===== src/hw/rtl/kclp_pkg.sv =====
// shared types and constants for the key click / long press detector
// no dependencies; used by every module of the block

package kclp_pkg;

  // key set size and field widths
  localparam int NUM_KEYS = 8;
  localparam int KEY_W    = 3;
  localparam int TICK_W   = 16;
  localparam int PRESS_W  = 8;
  localparam int EV_W     = 3;
  localparam int CFG_W    = 16;
  localparam int CFG_IDX_W = 4;

  localparam logic [TICK_W-1:0]  TICK_MAX  = {TICK_W{1'b1}};
  localparam logic [PRESS_W-1:0] PRESS_MAX = {PRESS_W{1'b1}};

  // configuration register indexes
  typedef enum logic [CFG_IDX_W-1:0] {
    CFG_DEBOUNCE  = 4'd0,
    CFG_LONG      = 4'd1,
    CFG_HOLD      = 4'd2,
    CFG_REPEAT    = 4'd3
  } cfg_reg_e;

  // per-key mode, one-hot
  typedef enum logic [3:0] {
    MODE_IDLE = 4'b0001,
    MODE_DOWN = 4'b0010,
    MODE_LONG = 4'b0100,
    MODE_UP   = 4'b1000
  } mode_e;

  // event codes
  typedef enum logic [EV_W-1:0] {
    EV_DOWN         = 3'd0,
    EV_UP           = 3'd1,
    EV_LONG_START   = 3'd2,
    EV_LONG_HOLD    = 3'd3,
    EV_LONG_RELEASE = 3'd4,
    EV_REPEAT       = 3'd5
  } event_e;

  typedef struct packed {
    logic [KEY_W-1:0] key_index;
    logic             raw_level;
  } in_item_t;

  typedef struct packed {
    logic [KEY_W-1:0] key_number;
    logic [EV_W-1:0]  event_code;
  } out_item_t;

  typedef struct packed {
    logic [CFG_W-1:0] debounce_ticks;
    logic [CFG_W-1:0] long_press_ticks;
    logic [CFG_W-1:0] hold_period_ticks;
    logic [CFG_W-1:0] repeat_window_ticks;
  } cfg_regs_t;

  typedef struct packed {
    logic               settled;
    mode_e              mode;
    logic [TICK_W-1:0]  ticks;
    logic [PRESS_W-1:0] presses;
  } key_state_t;

  typedef struct packed {
    logic   fire;
    event_e ev;
  } step_res_t;

endpackage


===== src/hw/rtl/kclp_cfg.sv =====
// configuration registers of the key click / long press detector
// depends on kclp_pkg

module kclp_cfg (
  input  logic                           clk,
  input  logic                           rst_n,
  input  logic                           cfg_we,
  input  logic [kclp_pkg::CFG_IDX_W-1:0] cfg_index,
  input  logic [kclp_pkg::CFG_W-1:0]     cfg_wdata,
  output kclp_pkg::cfg_regs_t            regs
);

  kclp_pkg::cfg_regs_t regs_r;
  kclp_pkg::cfg_regs_t regs_nxt;

  // decode the write; unknown indexes are dropped
  always_comb begin
    regs_nxt = regs_r;
    if (cfg_we) begin
      case (cfg_index)
        kclp_pkg::CFG_DEBOUNCE: regs_nxt.debounce_ticks      = cfg_wdata;
        kclp_pkg::CFG_LONG:     regs_nxt.long_press_ticks    = cfg_wdata;
        kclp_pkg::CFG_HOLD:     regs_nxt.hold_period_ticks   = cfg_wdata;
        kclp_pkg::CFG_REPEAT:   regs_nxt.repeat_window_ticks = cfg_wdata;
        default:                regs_nxt = regs_r;
      endcase
    end
  end

  always_ff @(posedge clk) begin
    if (!rst_n) begin
      regs_r.debounce_ticks      <= 16'd2;
      regs_r.long_press_ticks    <= 16'd100;
      regs_r.hold_period_ticks   <= 16'd20;
      regs_r.repeat_window_ticks <= 16'd30;
    end else begin
      regs_r <= regs_nxt;
    end
  end

  assign regs = regs_r;

endmodule


===== src/hw/rtl/kclp_state.sv =====
// per-key state store: settled level, mode, tick counter, press count
// depends on kclp_pkg; read and written at the key of the transaction in work

module kclp_state (
  input  logic                        clk,
  input  logic                        rst_n,
  input  logic [kclp_pkg::KEY_W-1:0]  key,
  input  logic                        wr_en,
  input  kclp_pkg::key_state_t        wr_state,
  output kclp_pkg::key_state_t        rd_state
);

  kclp_pkg::key_state_t state_r [kclp_pkg::NUM_KEYS];

  // read port for the key under work
  assign rd_state = state_r[key];

  // write back the updated entry, reset clears all keys
  always_ff @(posedge clk) begin
    if (!rst_n) begin
      for (int i = 0; i < kclp_pkg::NUM_KEYS; i++) begin
        state_r[i].settled <= 1'b0;
        state_r[i].mode    <= kclp_pkg::MODE_IDLE;
        state_r[i].ticks   <= '0;
        state_r[i].presses <= '0;
      end
    end else if (wr_en) begin
      state_r[key] <= wr_state;
    end
  end

endmodule


===== src/hw/rtl/kclp_step.sv =====
// next-state and event logic for one scan tick of one key
// depends on kclp_pkg; purely combinational

module kclp_step (
  input  kclp_pkg::key_state_t cur,
  input  logic                 lvl,
  input  kclp_pkg::cfg_regs_t  regs,
  output kclp_pkg::key_state_t nxt,
  output kclp_pkg::step_res_t  res
);

  logic [kclp_pkg::TICK_W-1:0]  ticks_inc;
  logic [kclp_pkg::PRESS_W-1:0] presses_inc;

  // saturating counters
  assign ticks_inc   = (cur.ticks == kclp_pkg::TICK_MAX) ? cur.ticks
                                                          : cur.ticks + 1'b1;
  assign presses_inc = (cur.presses == kclp_pkg::PRESS_MAX) ? cur.presses
                                                             : cur.presses + 1'b1;

  always_comb begin
    nxt      = cur;
    res.fire = 1'b0;
    res.ev   = kclp_pkg::EV_DOWN;
    if (lvl != cur.settled) begin
      // debounce a level change
      if (ticks_inc >= regs.debounce_ticks) begin
        nxt.settled = lvl;
        nxt.ticks   = '0;
      end else begin
        nxt.ticks = ticks_inc;
      end
    end else begin
      // mode machine on a settled level
      case (cur.mode)
        kclp_pkg::MODE_IDLE: begin
          if (lvl) begin
            nxt.mode    = kclp_pkg::MODE_DOWN;
            nxt.ticks   = '0;
            nxt.presses = kclp_pkg::PRESS_W'(1);
            res.fire    = 1'b1;
            res.ev      = kclp_pkg::EV_DOWN;
          end
        end
        kclp_pkg::MODE_DOWN: begin
          if (!lvl) begin
            nxt.mode  = kclp_pkg::MODE_UP;
            nxt.ticks = '0;
            if (cur.presses == kclp_pkg::PRESS_W'(1)) begin
              res.fire = 1'b1;
              res.ev   = kclp_pkg::EV_UP;
            end
          end else if (ticks_inc >= regs.long_press_ticks) begin
            nxt.mode    = kclp_pkg::MODE_LONG;
            nxt.ticks   = '0;
            nxt.presses = '0;
            res.fire    = 1'b1;
            res.ev      = kclp_pkg::EV_LONG_START;
          end else begin
            nxt.ticks = ticks_inc;
          end
        end
        kclp_pkg::MODE_LONG: begin
          if (!lvl) begin
            nxt.mode    = kclp_pkg::MODE_IDLE;
            nxt.ticks   = '0;
            nxt.presses = '0;
            res.fire    = 1'b1;
            res.ev      = kclp_pkg::EV_LONG_RELEASE;
          end else if (ticks_inc >= regs.hold_period_ticks) begin
            nxt.ticks = '0;
            res.fire  = 1'b1;
            res.ev    = kclp_pkg::EV_LONG_HOLD;
          end else begin
            nxt.ticks = ticks_inc;
          end
        end
        kclp_pkg::MODE_UP: begin
          if (lvl) begin
            nxt.mode    = kclp_pkg::MODE_DOWN;
            nxt.ticks   = '0;
            nxt.presses = presses_inc;
          end else if (ticks_inc >= regs.repeat_window_ticks) begin
            // window closed: report a multi-press sequence
            if (cur.presses > kclp_pkg::PRESS_W'(1)) begin
              res.fire = 1'b1;
              res.ev   = kclp_pkg::EV_REPEAT;
            end
            nxt.mode    = kclp_pkg::MODE_IDLE;
            nxt.ticks   = '0;
            nxt.presses = '0;
          end else begin
            nxt.ticks = ticks_inc;
          end
        end
        default: begin
          nxt = cur;
        end
      endcase
    end
  end

endmodule


===== src/hw/rtl/key_click_long_press_detector_top.sv =====
// top level of the key click / long press detector
// depends on kclp_pkg, kclp_cfg, kclp_state, kclp_step

// Takes one scan tick (key index and raw level) per clock cycle while the
// input side does not stall, and gives at most one key event per tick. A tick is
// captured in an input register; in the following cycle the per-key state (held
// in flip-flops, one entry per key) is read and updated by the debounce and mode
// logic, and when the tick retires the state is written back and any event is
// loaded into the result register that presents it. Because the state of a key is
// written back in the same cycle that it is read, ticks for the same key may
// follow each other in consecutive cycles. The input side only stalls when the
// result register is held by a stalled event and the tick in work would raise
// another one.
// Configuration is taken on any cycle with cfg_we high and should be written
// while no tick is in flight; ticks for keys beyond the key count are dropped.

module key_click_long_press_detector_top (
  input  logic                           clk,
  input  logic                           rst_n,
  // input channel
  input  logic                           in_valid,
  output logic                           in_stall,
  input  kclp_pkg::in_item_t             in_data,
  // result channel
  output logic                           out_valid,
  input  logic                           out_stall,
  output kclp_pkg::out_item_t            out_data,
  // configuration port
  input  logic                           cfg_we,
  input  logic [kclp_pkg::CFG_IDX_W-1:0] cfg_index,
  input  logic [kclp_pkg::CFG_W-1:0]     cfg_wdata
);

  localparam logic [kclp_pkg::KEY_W:0] KEY_LIMIT = (kclp_pkg::KEY_W+1)'(kclp_pkg::NUM_KEYS);

  kclp_pkg::cfg_regs_t  regs;
  kclp_pkg::key_state_t cur_state;
  kclp_pkg::key_state_t nxt_state;
  kclp_pkg::step_res_t  res;

  logic                proc_valid_r, proc_valid_nxt;
  kclp_pkg::in_item_t  proc_item_r;
  logic                out_valid_r, out_valid_nxt;
  kclp_pkg::out_item_t out_item_r;

  logic in_accept;
  logic key_ok;
  logic fire;
  logic adv;

  kclp_cfg u_cfg (
    .clk       (clk),
    .rst_n     (rst_n),
    .cfg_we    (cfg_we),
    .cfg_index (cfg_index),
    .cfg_wdata (cfg_wdata),
    .regs      (regs)
  );

  kclp_state u_state (
    .clk      (clk),
    .rst_n    (rst_n),
    .key      (proc_item_r.key_index),
    .wr_en    (adv && key_ok),
    .wr_state (nxt_state),
    .rd_state (cur_state)
  );

  kclp_step u_step (
    .cur  (cur_state),
    .lvl  (proc_item_r.raw_level),
    .regs (regs),
    .nxt  (nxt_state),
    .res  (res)
  );

  // the tick in work retires unless its event would overwrite a stalled one
  assign key_ok    = ({1'b0, proc_item_r.key_index} < KEY_LIMIT);
  assign fire      = key_ok && res.fire;
  assign adv       = proc_valid_r && (!fire || !out_valid_r || !out_stall);
  assign in_stall  = proc_valid_r && !adv;
  assign in_accept = in_valid && !in_stall;

  assign proc_valid_nxt = in_accept || (proc_valid_r && !adv);
  assign out_valid_nxt  = (out_valid_r && out_stall) || (adv && fire);

  // control registers
  always_ff @(posedge clk) begin
    if (!rst_n) begin
      proc_valid_r <= 1'b0;
      out_valid_r  <= 1'b0;
    end else begin
      proc_valid_r <= proc_valid_nxt;
      out_valid_r  <= out_valid_nxt;
    end
  end

  // input register
  always_ff @(posedge clk) begin
    if (in_accept) begin
      proc_item_r <= in_data;
    end
  end

  // result register
  always_ff @(posedge clk) begin
    if (adv && fire) begin
      out_item_r.key_number <= proc_item_r.key_index;
      out_item_r.event_code <= res.ev;
    end
  end

  assign out_valid = out_valid_r;
  assign out_data  = out_item_r;

  // a firing tick held back by a stalled result stays in the input register
  a_hold_tick: assert property (@(posedge clk) disable iff (!rst_n)
    (proc_valid_r && fire && out_valid_r && out_stall) |=> proc_valid_r)
    else $error("firing tick lost while result stalled");

  // a new result only comes from a retired firing tick
  a_result_source: assert property (@(posedge clk) disable iff (!rst_n)
    (out_valid_r && !$past(out_valid_r && out_stall)) |-> $past(adv && fire))
    else $error("result appeared without a firing tick");

  // a debounce tick never raises an event
  a_debounce_quiet: assert property (@(posedge clk) disable iff (!rst_n)
    (proc_valid_r && (proc_item_r.raw_level != cur_state.settled)) |-> !res.fire)
    else $error("event raised during debounce");

endmodule

===== config.mk =====
export PLATFORM = sky130hd
export DESIGN_NAME = key_click_long_press_detector_top
export DESIGN_NICKNAME = d
export VERILOG_FILES = /design/src/hw/rtl/kclp_pkg.sv /design/src/hw/rtl/kclp_cfg.sv /design/src/hw/rtl/kclp_state.sv /design/src/hw/rtl/kclp_step.sv /design/src/hw/rtl/key_click_long_press_detector_top.sv
export SDC_FILE = /design/constraint.sdc
export NUM_CORES = 1
export LEC_CHECK = 0
export CORE_ASPECT_RATIO = 0.7
export CORE_UTILIZATION = 33
export CTS_CLUSTER_SIZE = 30
export DETAILED_ROUTE_END_ITERATION = 10
export DONT_BUFFER_PORTS = 1
export GPL_TIMING_DRIVEN = 0
export MAX_ROUTING_LAYER = met4
export PLACE_DENSITY = 0.47
export SLEW_MARGIN = 5
export SYNTH_ARGS = -nofsm -noshare
export SYNTH_HDL_FRONTEND = slang
export SYNTH_SLANG_ARGS = --single-unit

===== constraint.sdc =====
create_clock -name clk -period 7.8 [get_ports clk]
set_clock_uncertainty 0.2 [all_clocks]
set_input_delay 0.39 -clock clk [delete_from_list [all_inputs] [get_ports clk]]
set_output_delay 0.39 -clock clk [all_outputs]
set_load 0.02 [all_outputs]

### Word level (Yosys, flattened, before mapping)

Memory sizes are Yosys's and may differ from the RTL's. A register that Yosys moved wholly into a read port is not among the register bits.
Cells that the tools add are included.

| storage, ports and cells | value |
|---|---|
| flip-flop bits (word level) | 76 |
| RAM bits | 232 |
| input bits | 29 |
| output and inout bits | 8 |
| word-level logic and storage cells | 91 |
| memories kept | 1 |

| operators by class | value |
|---|---|
| add/subtract/negate cells | 2 |
| magnitude comparators | 5 |
| equality and inequality tests | 11 |
| muxes and demuxes | 42 |
| reductions and logical operators | 20 |

Memories:

| name | depth | bits a word | read ports | clocked after Yosys merged registers in | wr ports | line | text |
|---|---|---|---|---|---|---|---|
| u_state.state_r | 8 | 29 | 1 | 1 | 8 | kclp_state.sv:13 | `kclp_pkg::key_state_t state_r [kclp_pkg::NUM_KEYS];` |

Operator list:

| kind | number |
|---|---|
| 16-bit 2-to-1 mux | 7 |
| 28-bit case mux with 4 select lines | 1 |
| 16-bit greater-or-equal comparator | 4 |
| 28-bit 2-to-1 mux | 2 |
| 4-bit 2-to-1 mux | 14 |
| 8-bit 2-to-1 mux | 6 |
| 29-bit 2-to-1 mux | 1 |
| 29-bit OR reduction | 1 |
| 20-bit 2-to-1 mux | 1 |
| 16-bit by 1-bit adder with 16-bit output, second input constant | 1 |
| 16-bit == test, second input constant | 1 |
| 4-bit case mux with 4 select lines | 1 |
| 4-bit by 2-bit == test with 1-bit output, second input constant | 3 |
| 8-bit by 1-bit adder with 8-bit output, second input constant | 1 |
| 4-bit by 1-bit == test with 1-bit output, second input constant | 2 |
| 8-bit by 1-bit == test with 1-bit output, second input constant | 1 |
| 8-bit == test, second input constant | 1 |
| 8-bit by 1-bit greater-than comparator with 1-bit output, second input constant | 1 |
| 2-bit AND reduction | 4 |
| 1-bit 2-to-1 mux | 7 |
| 3-bit 2-to-1 mux | 2 |
| 1-bit logical AND | 5 |
| 1-bit zero test | 5 |
| 4-bit by 3-bit == test with 1-bit output, second input constant | 1 |
| 4 further kinds | 7 |

### Logic depth before layout (Yosys ltp)

| depth | value |
|---|---|
| depth after elaboration | 16 |
| mapped depth | 23 |
| mapped depth without buffers | 18 |

### Modules after synthesis

From an unflattened synthesis, not the netlist that was laid out.

| second synthesis, totals | value |
|---|---|
| cell total of the unflattened synthesis | 1356 |
| area total of the unflattened synthesis | 16278.1 sq um |

By module, submodules not included:

| module | instances | cells each | area an instance (sq um) | seq. area each (sq um) |
|---|---|---|---|---|
| kclp_state | 1 | 641 | 10468.8 | 6956.7 |
| kclp_step | 1 | 455 | 2969.1 | 0.0 |
| kclp_cfg | 1 | 239 | 2444.8 | 1281.2 |
| key_click_long_press_detector_top | 1 | 21 | 395.4 | 340.3 |

### Worst setup path after synthesis

No wires, ideal clock.

| path | value |
|---|---|
| path type | register -> register |
| start point | register with a tool-made name |
| end point | memory u_state.state_r[0][0] (netlist name) (enable) |
| data arrival time | 5586 ps |
| path slack | 1628 ps |
| cell stages (with the launch flop) | 23 |
| cells stage by stage | dfxtp_1 buf_6 buf_6 buf_6 mux4_2 mux2_2 ha_1 inv_1 a2111oi_4 a31oi_1 nand3_1 xor2_1 ha_1 a211o_1 a31oi_1 o21ai_0 a221o_1 o2111ai_2 a41oi_4 o21bai_4 nand4_1 buf_2 nand2_1 |

RTL lines:

| element | line |
|---|---|
| to (decl) | kclp_state.sv:13 |

==> impl_metrics.xml <==
<?xml version="1.0" encoding="UTF-8"?>
<metrics>
  <group name="worst_setup_path">
    <metric name="critical_path_peak_fanout" unit="">21</metric>
    <metric name="setup.reg_to_reg.worst_slack" unit="ns">0.33</metric>
    <metric name="rr_worst_depth" unit="">22</metric>
    <metric name="worstPathArrival" unit="ns">7.50</metric>
    <metric name="critical_path_class" unit="">reg -&gt; reg</metric>
    <metric name="r2r_end" unit="">u_state.state_r[3][4]</metric>
    <metric name="crit_path_start_kind" unit="">flop</metric>
    <metric name="setup.worst_path.end_class" unit="">flop</metric>
    <metric name="critical_path_required" unit="ns">7.83</metric>
  </group>
  <group name="die">
    <metric name="die_width" unit="um">271</metric>
    <metric name="initial_utilization" unit="">0.336</metric>
    <metric name="die_area" unit="um2">51400</metric>
    <metric name="boundaryPins" unit="">37</metric>
    <metric name="placement_rows" unit="">68</metric>
    <metric name="design.core.area" unit="um2">49600</metric>
    <metric name="die-height" unit="um">190</metric>
  </group>
  <group name="drt">
    <metric name="detail_route.vias_per_cell" unit="">5.38</metric>
    <metric name="route.detailed.wl_per_inst" unit="um">25.2</metric>
    <metric name="routed-via-count" unit="">11900</metric>
    <metric name="dr.pass1.iters" unit="">5</metric>
    <metric name="route.antenna.remaining_nets" unit="">0</metric>
    <metric name="dr.first_iter.drc_count" unit="">1336</metric>
    <metric name="finalWirelength" unit="um">56100</metric>
    <metric name="drc" unit="">0</metric>
  </group>
  <group name="clock_network">
    <metric name="clkSlewWorstSetupHoldPaths" unit="ns">0.06</metric>
    <metric name="cts_post_setup_buffers_inserted" unit="">0</metric>
    <metric name="cts-root-to-sink-buffers" unit="">3</metric>
    <metric name="cts_tree" unit="">yes</metric>
    <metric name="cts_root_buffer_type" unit="">sky130_fd_sc_hd__clkbuf_16</metric>
    <metric name="cts_made_buffers" unit="">34</metric>
    <metric name="total_number_of_clock_tree_sinks" unit="">311</metric>
    <metric name="ctsHtreeMaxLevel" unit="">2</metric>
    <metric name="worst_skew_pair.late_latency" unit="ns">0.54</metric>
  </group>
  <group name="logic_synthesis">
    <metric name="synth_async_sr_flop_share" unit="">0</metric>
    <metric name="netlist-cell-type-count" unit="">93</metric>
    <metric name="yosysSeqAreaShare" unit="">0.518</metric>
    <metric name="ys_dominant_reg_cell" unit="">sky130_fd_sc_hd__edfxtp_1</metric>
    <metric name="count_of_flip_flops_with_a_built_in_enable_after_synthesis" unit="">241</metric>
    <metric name="synth_area_per_cell" unit="um2">11.4</metric>
    <metric name="synthesis.nets" unit="">1553</metric>
    <metric name="postSynthCellCount" unit="">1456</metric>
    <metric name="syn_area" unit="um2">16700</metric>
    <metric name="yosys_warnings" unit="">0</metric>
    <metric name="ys_ff_latch" unit="">311</metric>
  </group>
  <group name="finish">
    <metric name="mostFrequentLayoutCells" unit="">sky130_fd_sc_hd__nor2_1, sky130_fd_sc_hd__edfxtp_1, sky130_fd_sc_hd__nand2_1</metric>
    <metric name="mostFrequentLayoutCell" unit="">sky130_fd_sc_hd__nor2_1</metric>
    <metric name="post_route_cells_drive_above_1_share" unit="">0.154</metric>
    <metric name="final.fill_count" unit="">4853</metric>
    <metric name="areaGrowthSynthToFinish" unit="%">15.0</metric>
    <metric name="utilization" unit="">0.386</metric>
    <metric name="finish.net_count" unit="">1625</metric>
  </group>
  <group name="run_status">
    <metric name="result_of_the_run" unit="">finished clean</metric>
  </group>
  <group name="grt">
    <metric name="grt_start_max_net_pins" unit="">24</metric>
    <metric name="first_global_vias" unit="">11800</metric>
    <metric name="number_of_antenna_violations_at_the_first_check_in_global_routing" unit="">3</metric>
    <metric name="global_route_wire_length_before_repair" unit="um">81100</metric>
    <metric name="overflow" unit="">0</metric>
    <metric name="grt_total_usage" unit="">0.225</metric>
  </group>
  <group name="min_path">
    <metric name="min-delay-path-class" unit="">in -&gt; reg</metric>
    <metric name="worstHoldPathCells" unit="">3</metric>
    <metric name="timing.hold.worst_endpoint" unit="">u_cfg.regs[15]</metric>
    <metric name="timing.hold.worst.start" unit="">cfg_index[1]</metric>
  </group>
  <group name="flow_run">
    <metric name="cap_viol_max_count" unit="">0</metric>
  </group>
  <group name="timing">
    <metric name="setup_violations" unit="">0</metric>
    <metric name="period_needed" unit="ns">7.47</metric>
    <metric name="max-slew-margin-rel" unit="">0.119</metric>
    <metric name="hold_viol" unit="">0</metric>
    <metric name="timing.final.max_slew_violations" unit="">0</metric>
    <metric name="final.setup.tns" unit="ns">0</metric>
    <metric name="rsz0062_at_grt" unit="">false</metric>
    <metric name="worst_pin_slew" unit="ns">1.31</metric>
    <metric name="post-route-period-util" unit="">0.958</metric>
    <metric name="maximum_operating_frequency" unit="GHz">0.134</metric>
  </group>
  <group name="placement">
    <metric name="dp_hpwl" unit="um">40200</metric>
    <metric name="io_buffer_count" unit="">0</metric>
    <metric name="gp_routability_congestion" unit="">0.899</metric>
  </group>
  <group name="power_and_ir_drop">
    <metric name="vdd_drop_max" unit="mV">0.158</metric>
    <metric name="pd_cells" unit="nW/um2">224</metric>
    <metric name="power.leakage" unit="nW">6.63</metric>
  </group>
</metrics>
==> through the flow <==
stage | power (mW) | hold WS (ns) | setup WS [ns] | cells | area [um2]
after floorplan | 2.38 | 0.235 | 1.63 | 1456 | 16700
after global placement | 2.63 | 0.254 | -0.859 | 2121 | 17500
after detailed placement | 2.65 | 0.259 | -0.0391 | 2131 | 17700
after CTS | 4.31 | 0.0223 | 0.0534 | 2216 | 19000
after global routing | 4.46 | 0.0779 | 0.0113 | 2221 | 19200
final | 4.29 | 0.0561 | 0.330 | 2221 | 19200
==> power breakdown <==
part / internal (mW) / switching, mW
sequential: 1.84 / 0.0245
clock: 0.940 / 0.698
combinational: 0.276 / 0.517
==> Yosys cell counts, types with 4 or more instances <==
cell | number | share of area
sky130_fd_sc_hd__mux2i_1 | 44 | 0.026
sky130_fd_sc_hd__clkbuf_1 | 21 | 0.0047
sky130_fd_sc_hd__nor4_1 | 6 | 0.0023
sky130_fd_sc_hd__nand2b_1 | 15 | 0.0056
sky130_fd_sc_hd__nand3_1 | 21 | 0.0063
sky130_fd_sc_hd__o21a_1 | 9 | 0.0041
sky130_fd_sc_hd__mux2_2 | 14 | 0.0095
sky130_fd_sc_hd__nor3b_1 | 6 | 0.0027
sky130_fd_sc_hd__mux4_2 | 55 | 0.074
sky130_fd_sc_hd__mux2_4 | 5 | 0.0045
sky130_fd_sc_hd__edfxtp_1 | 241 | 0.43
sky130_fd_sc_hd__and3_1 | 9 | 0.0034
sky130_fd_sc_hd__nor2_1 | 273 | 0.062
sky130_fd_sc_hd__or3_1 | 9 | 0.0034
sky130_fd_sc_hd__a211oi_1 | 6 | 0.0027
sky130_fd_sc_hd__o22ai_1 | 4 | 0.0015
sky130_fd_sc_hd__nand2_1 | 147 | 0.033
sky130_fd_sc_hd__dfxtp_1 | 70 | 0.084
sky130_fd_sc_hd__buf_4 | 5 | 0.0023
sky130_fd_sc_hd__xnor2_1 | 8 | 0.0042
sky130_fd_sc_hd__a21boi_0 | 41 | 0.018
sky130_fd_sc_hd__a21o_1 | 9 | 0.0041
sky130_fd_sc_hd__buf_2 | 29 | 0.0087
sky130_fd_sc_hd__nand4_1 | 13 | 0.0049
sky130_fd_sc_hd__o21ai_1 | 7 | 0.0021
sky130_fd_sc_hd__buf_6 | 13 | 0.0088
sky130_fd_sc_hd__a31oi_1 | 6 | 0.0023
sky130_fd_sc_hd__and2_1 | 5 | 0.0019
sky130_fd_sc_hd__nor2b_1 | 23 | 0.0086
sky130_fd_sc_hd__inv_1 | 72 | 0.016
sky130_fd_sc_hd__o311a_1 | 6 | 0.0036
sky130_fd_sc_hd__nor3_1 | 29 | 0.0087
sky130_fd_sc_hd__o21ai_2 | 6 | 0.0032
sky130_fd_sc_hd__o21ai_0 | 30 | 0.0090
sky130_fd_sc_hd__xor2_1 | 6 | 0.0032
sky130_fd_sc_hd__o211ai_1 | 16 | 0.0072
sky130_fd_sc_hd__ha_1 | 68 | 0.051
sky130_fd_sc_hd__a21oi_1 | 23 | 0.0069
==> sequential cells by signal, indices dropped and copies added (netlist names), named ones only <==
name and flops:
out_data 6, out_valid 1, u_state.state_r 232, proc_item_r 4
u_cfg.regs 64, proc_valid_r 1
==> metal layers <==
metal  global-route usage  up-vias  part of all wire  wire [um]
met5                    -        -                 0          0
li1                     -     5469                 -          -
met4               0.0465        0             0.016        924
met2                0.308      436              0.40      22700
met1                0.334     5970              0.49      27600
met3               0.0525       71             0.086       4840
==> what timing repair did <==
item,4_1_cts,5_1_grt
setup endpoints to repair,16,200
hold buffers,23,3
endpoints found under the hold margin,77,6
gates resized for setup,3,9
==> worst max-delay path by stage <==
stage                                        end  slack [ns]  depth (start not counted)  startpoint
final                      u_state.state_r[3][4]        0.33                         22        flop
after global routing       u_state.state_r[3][3]        0.01                         24        flop
after CTS                 u_state.state_r[1][24]        0.05                         24        flop
after detailed placement   u_state.state_r[1][7]       -0.04                         23        flop
after global placement     u_state.state_r[1][7]       -0.86                         22        flop
after floorplan            u_state.state_r[0][0]        1.63                         22        flop
==> worst max-delay path, stage by stage, from the launching register on <==
cell	delay, ns
sky130_fd_sc_hd__dfxtp_1	0.35
sky130_fd_sc_hd__buf_6	0.20
sky130_fd_sc_hd__buf_2	0.37
sky130_fd_sc_hd__clkbuf_4	0.40
sky130_fd_sc_hd__mux4_2	0.25
sky130_fd_sc_hd__mux2_2	0.32
sky130_fd_sc_hd__ha_1	0.22
sky130_fd_sc_hd__inv_1	0.08
sky130_fd_sc_hd__a2111oi_4	0.46
sky130_fd_sc_hd__nand3_1	0.44
sky130_fd_sc_hd__xnor2_4	0.42
sky130_fd_sc_hd__ha_1	0.30
sky130_fd_sc_hd__or3b_2	0.46
sky130_fd_sc_hd__o2111ai_1	0.15
sky130_fd_sc_hd__a31oi_1	0.29
sky130_fd_sc_hd__o21a_1	0.31
sky130_fd_sc_hd__o21ai_1	0.30
sky130_fd_sc_hd__a41oi_4	0.20
sky130_fd_sc_hd__o21bai_4	0.30
sky130_fd_sc_hd__nand3_1	0.19
sky130_fd_sc_hd__buf_2	0.30
sky130_fd_sc_hd__nand2_2	0.31
sky130_fd_sc_hd__buf_12	0.26
==> kinds of logic (layout without fill, tap and decap cells) <==
| logic type | Yosys count | in the layout | share of synthesized area |
|---|---|---|---|
| other cells | 0 | 2 | 0 |
| fa+ha+maj | 68 | 68 | 0.0511 |
| buf+inv | 149 | 247 | 0.0457 |
| flops | 311 | 311 | 0.518 |
| xor+xnor | 14 | 14 | 0.00736 |
| mux | 125 | 125 | 0.124 |
| simple gates | 570 | 570 | 0.151 |
| compound gates | 219 | 219 | 0.103 |
==> cell type report <==
cell class,count,area (um2),area share
clock buffer,45,966,0.0504
tap,665,832,0.0434
sequential,311,8640,0.451
antenna,2,5.00,0.000261
multi-input combinational,996,7370,0.385
clock inverter,17,134,0.00699
buffer,75,487,0.0254
timing repair buffer,36,443,0.0231
inverter,74,278,0.0145
No activity file was read; power rests on OpenSTA's default activity.
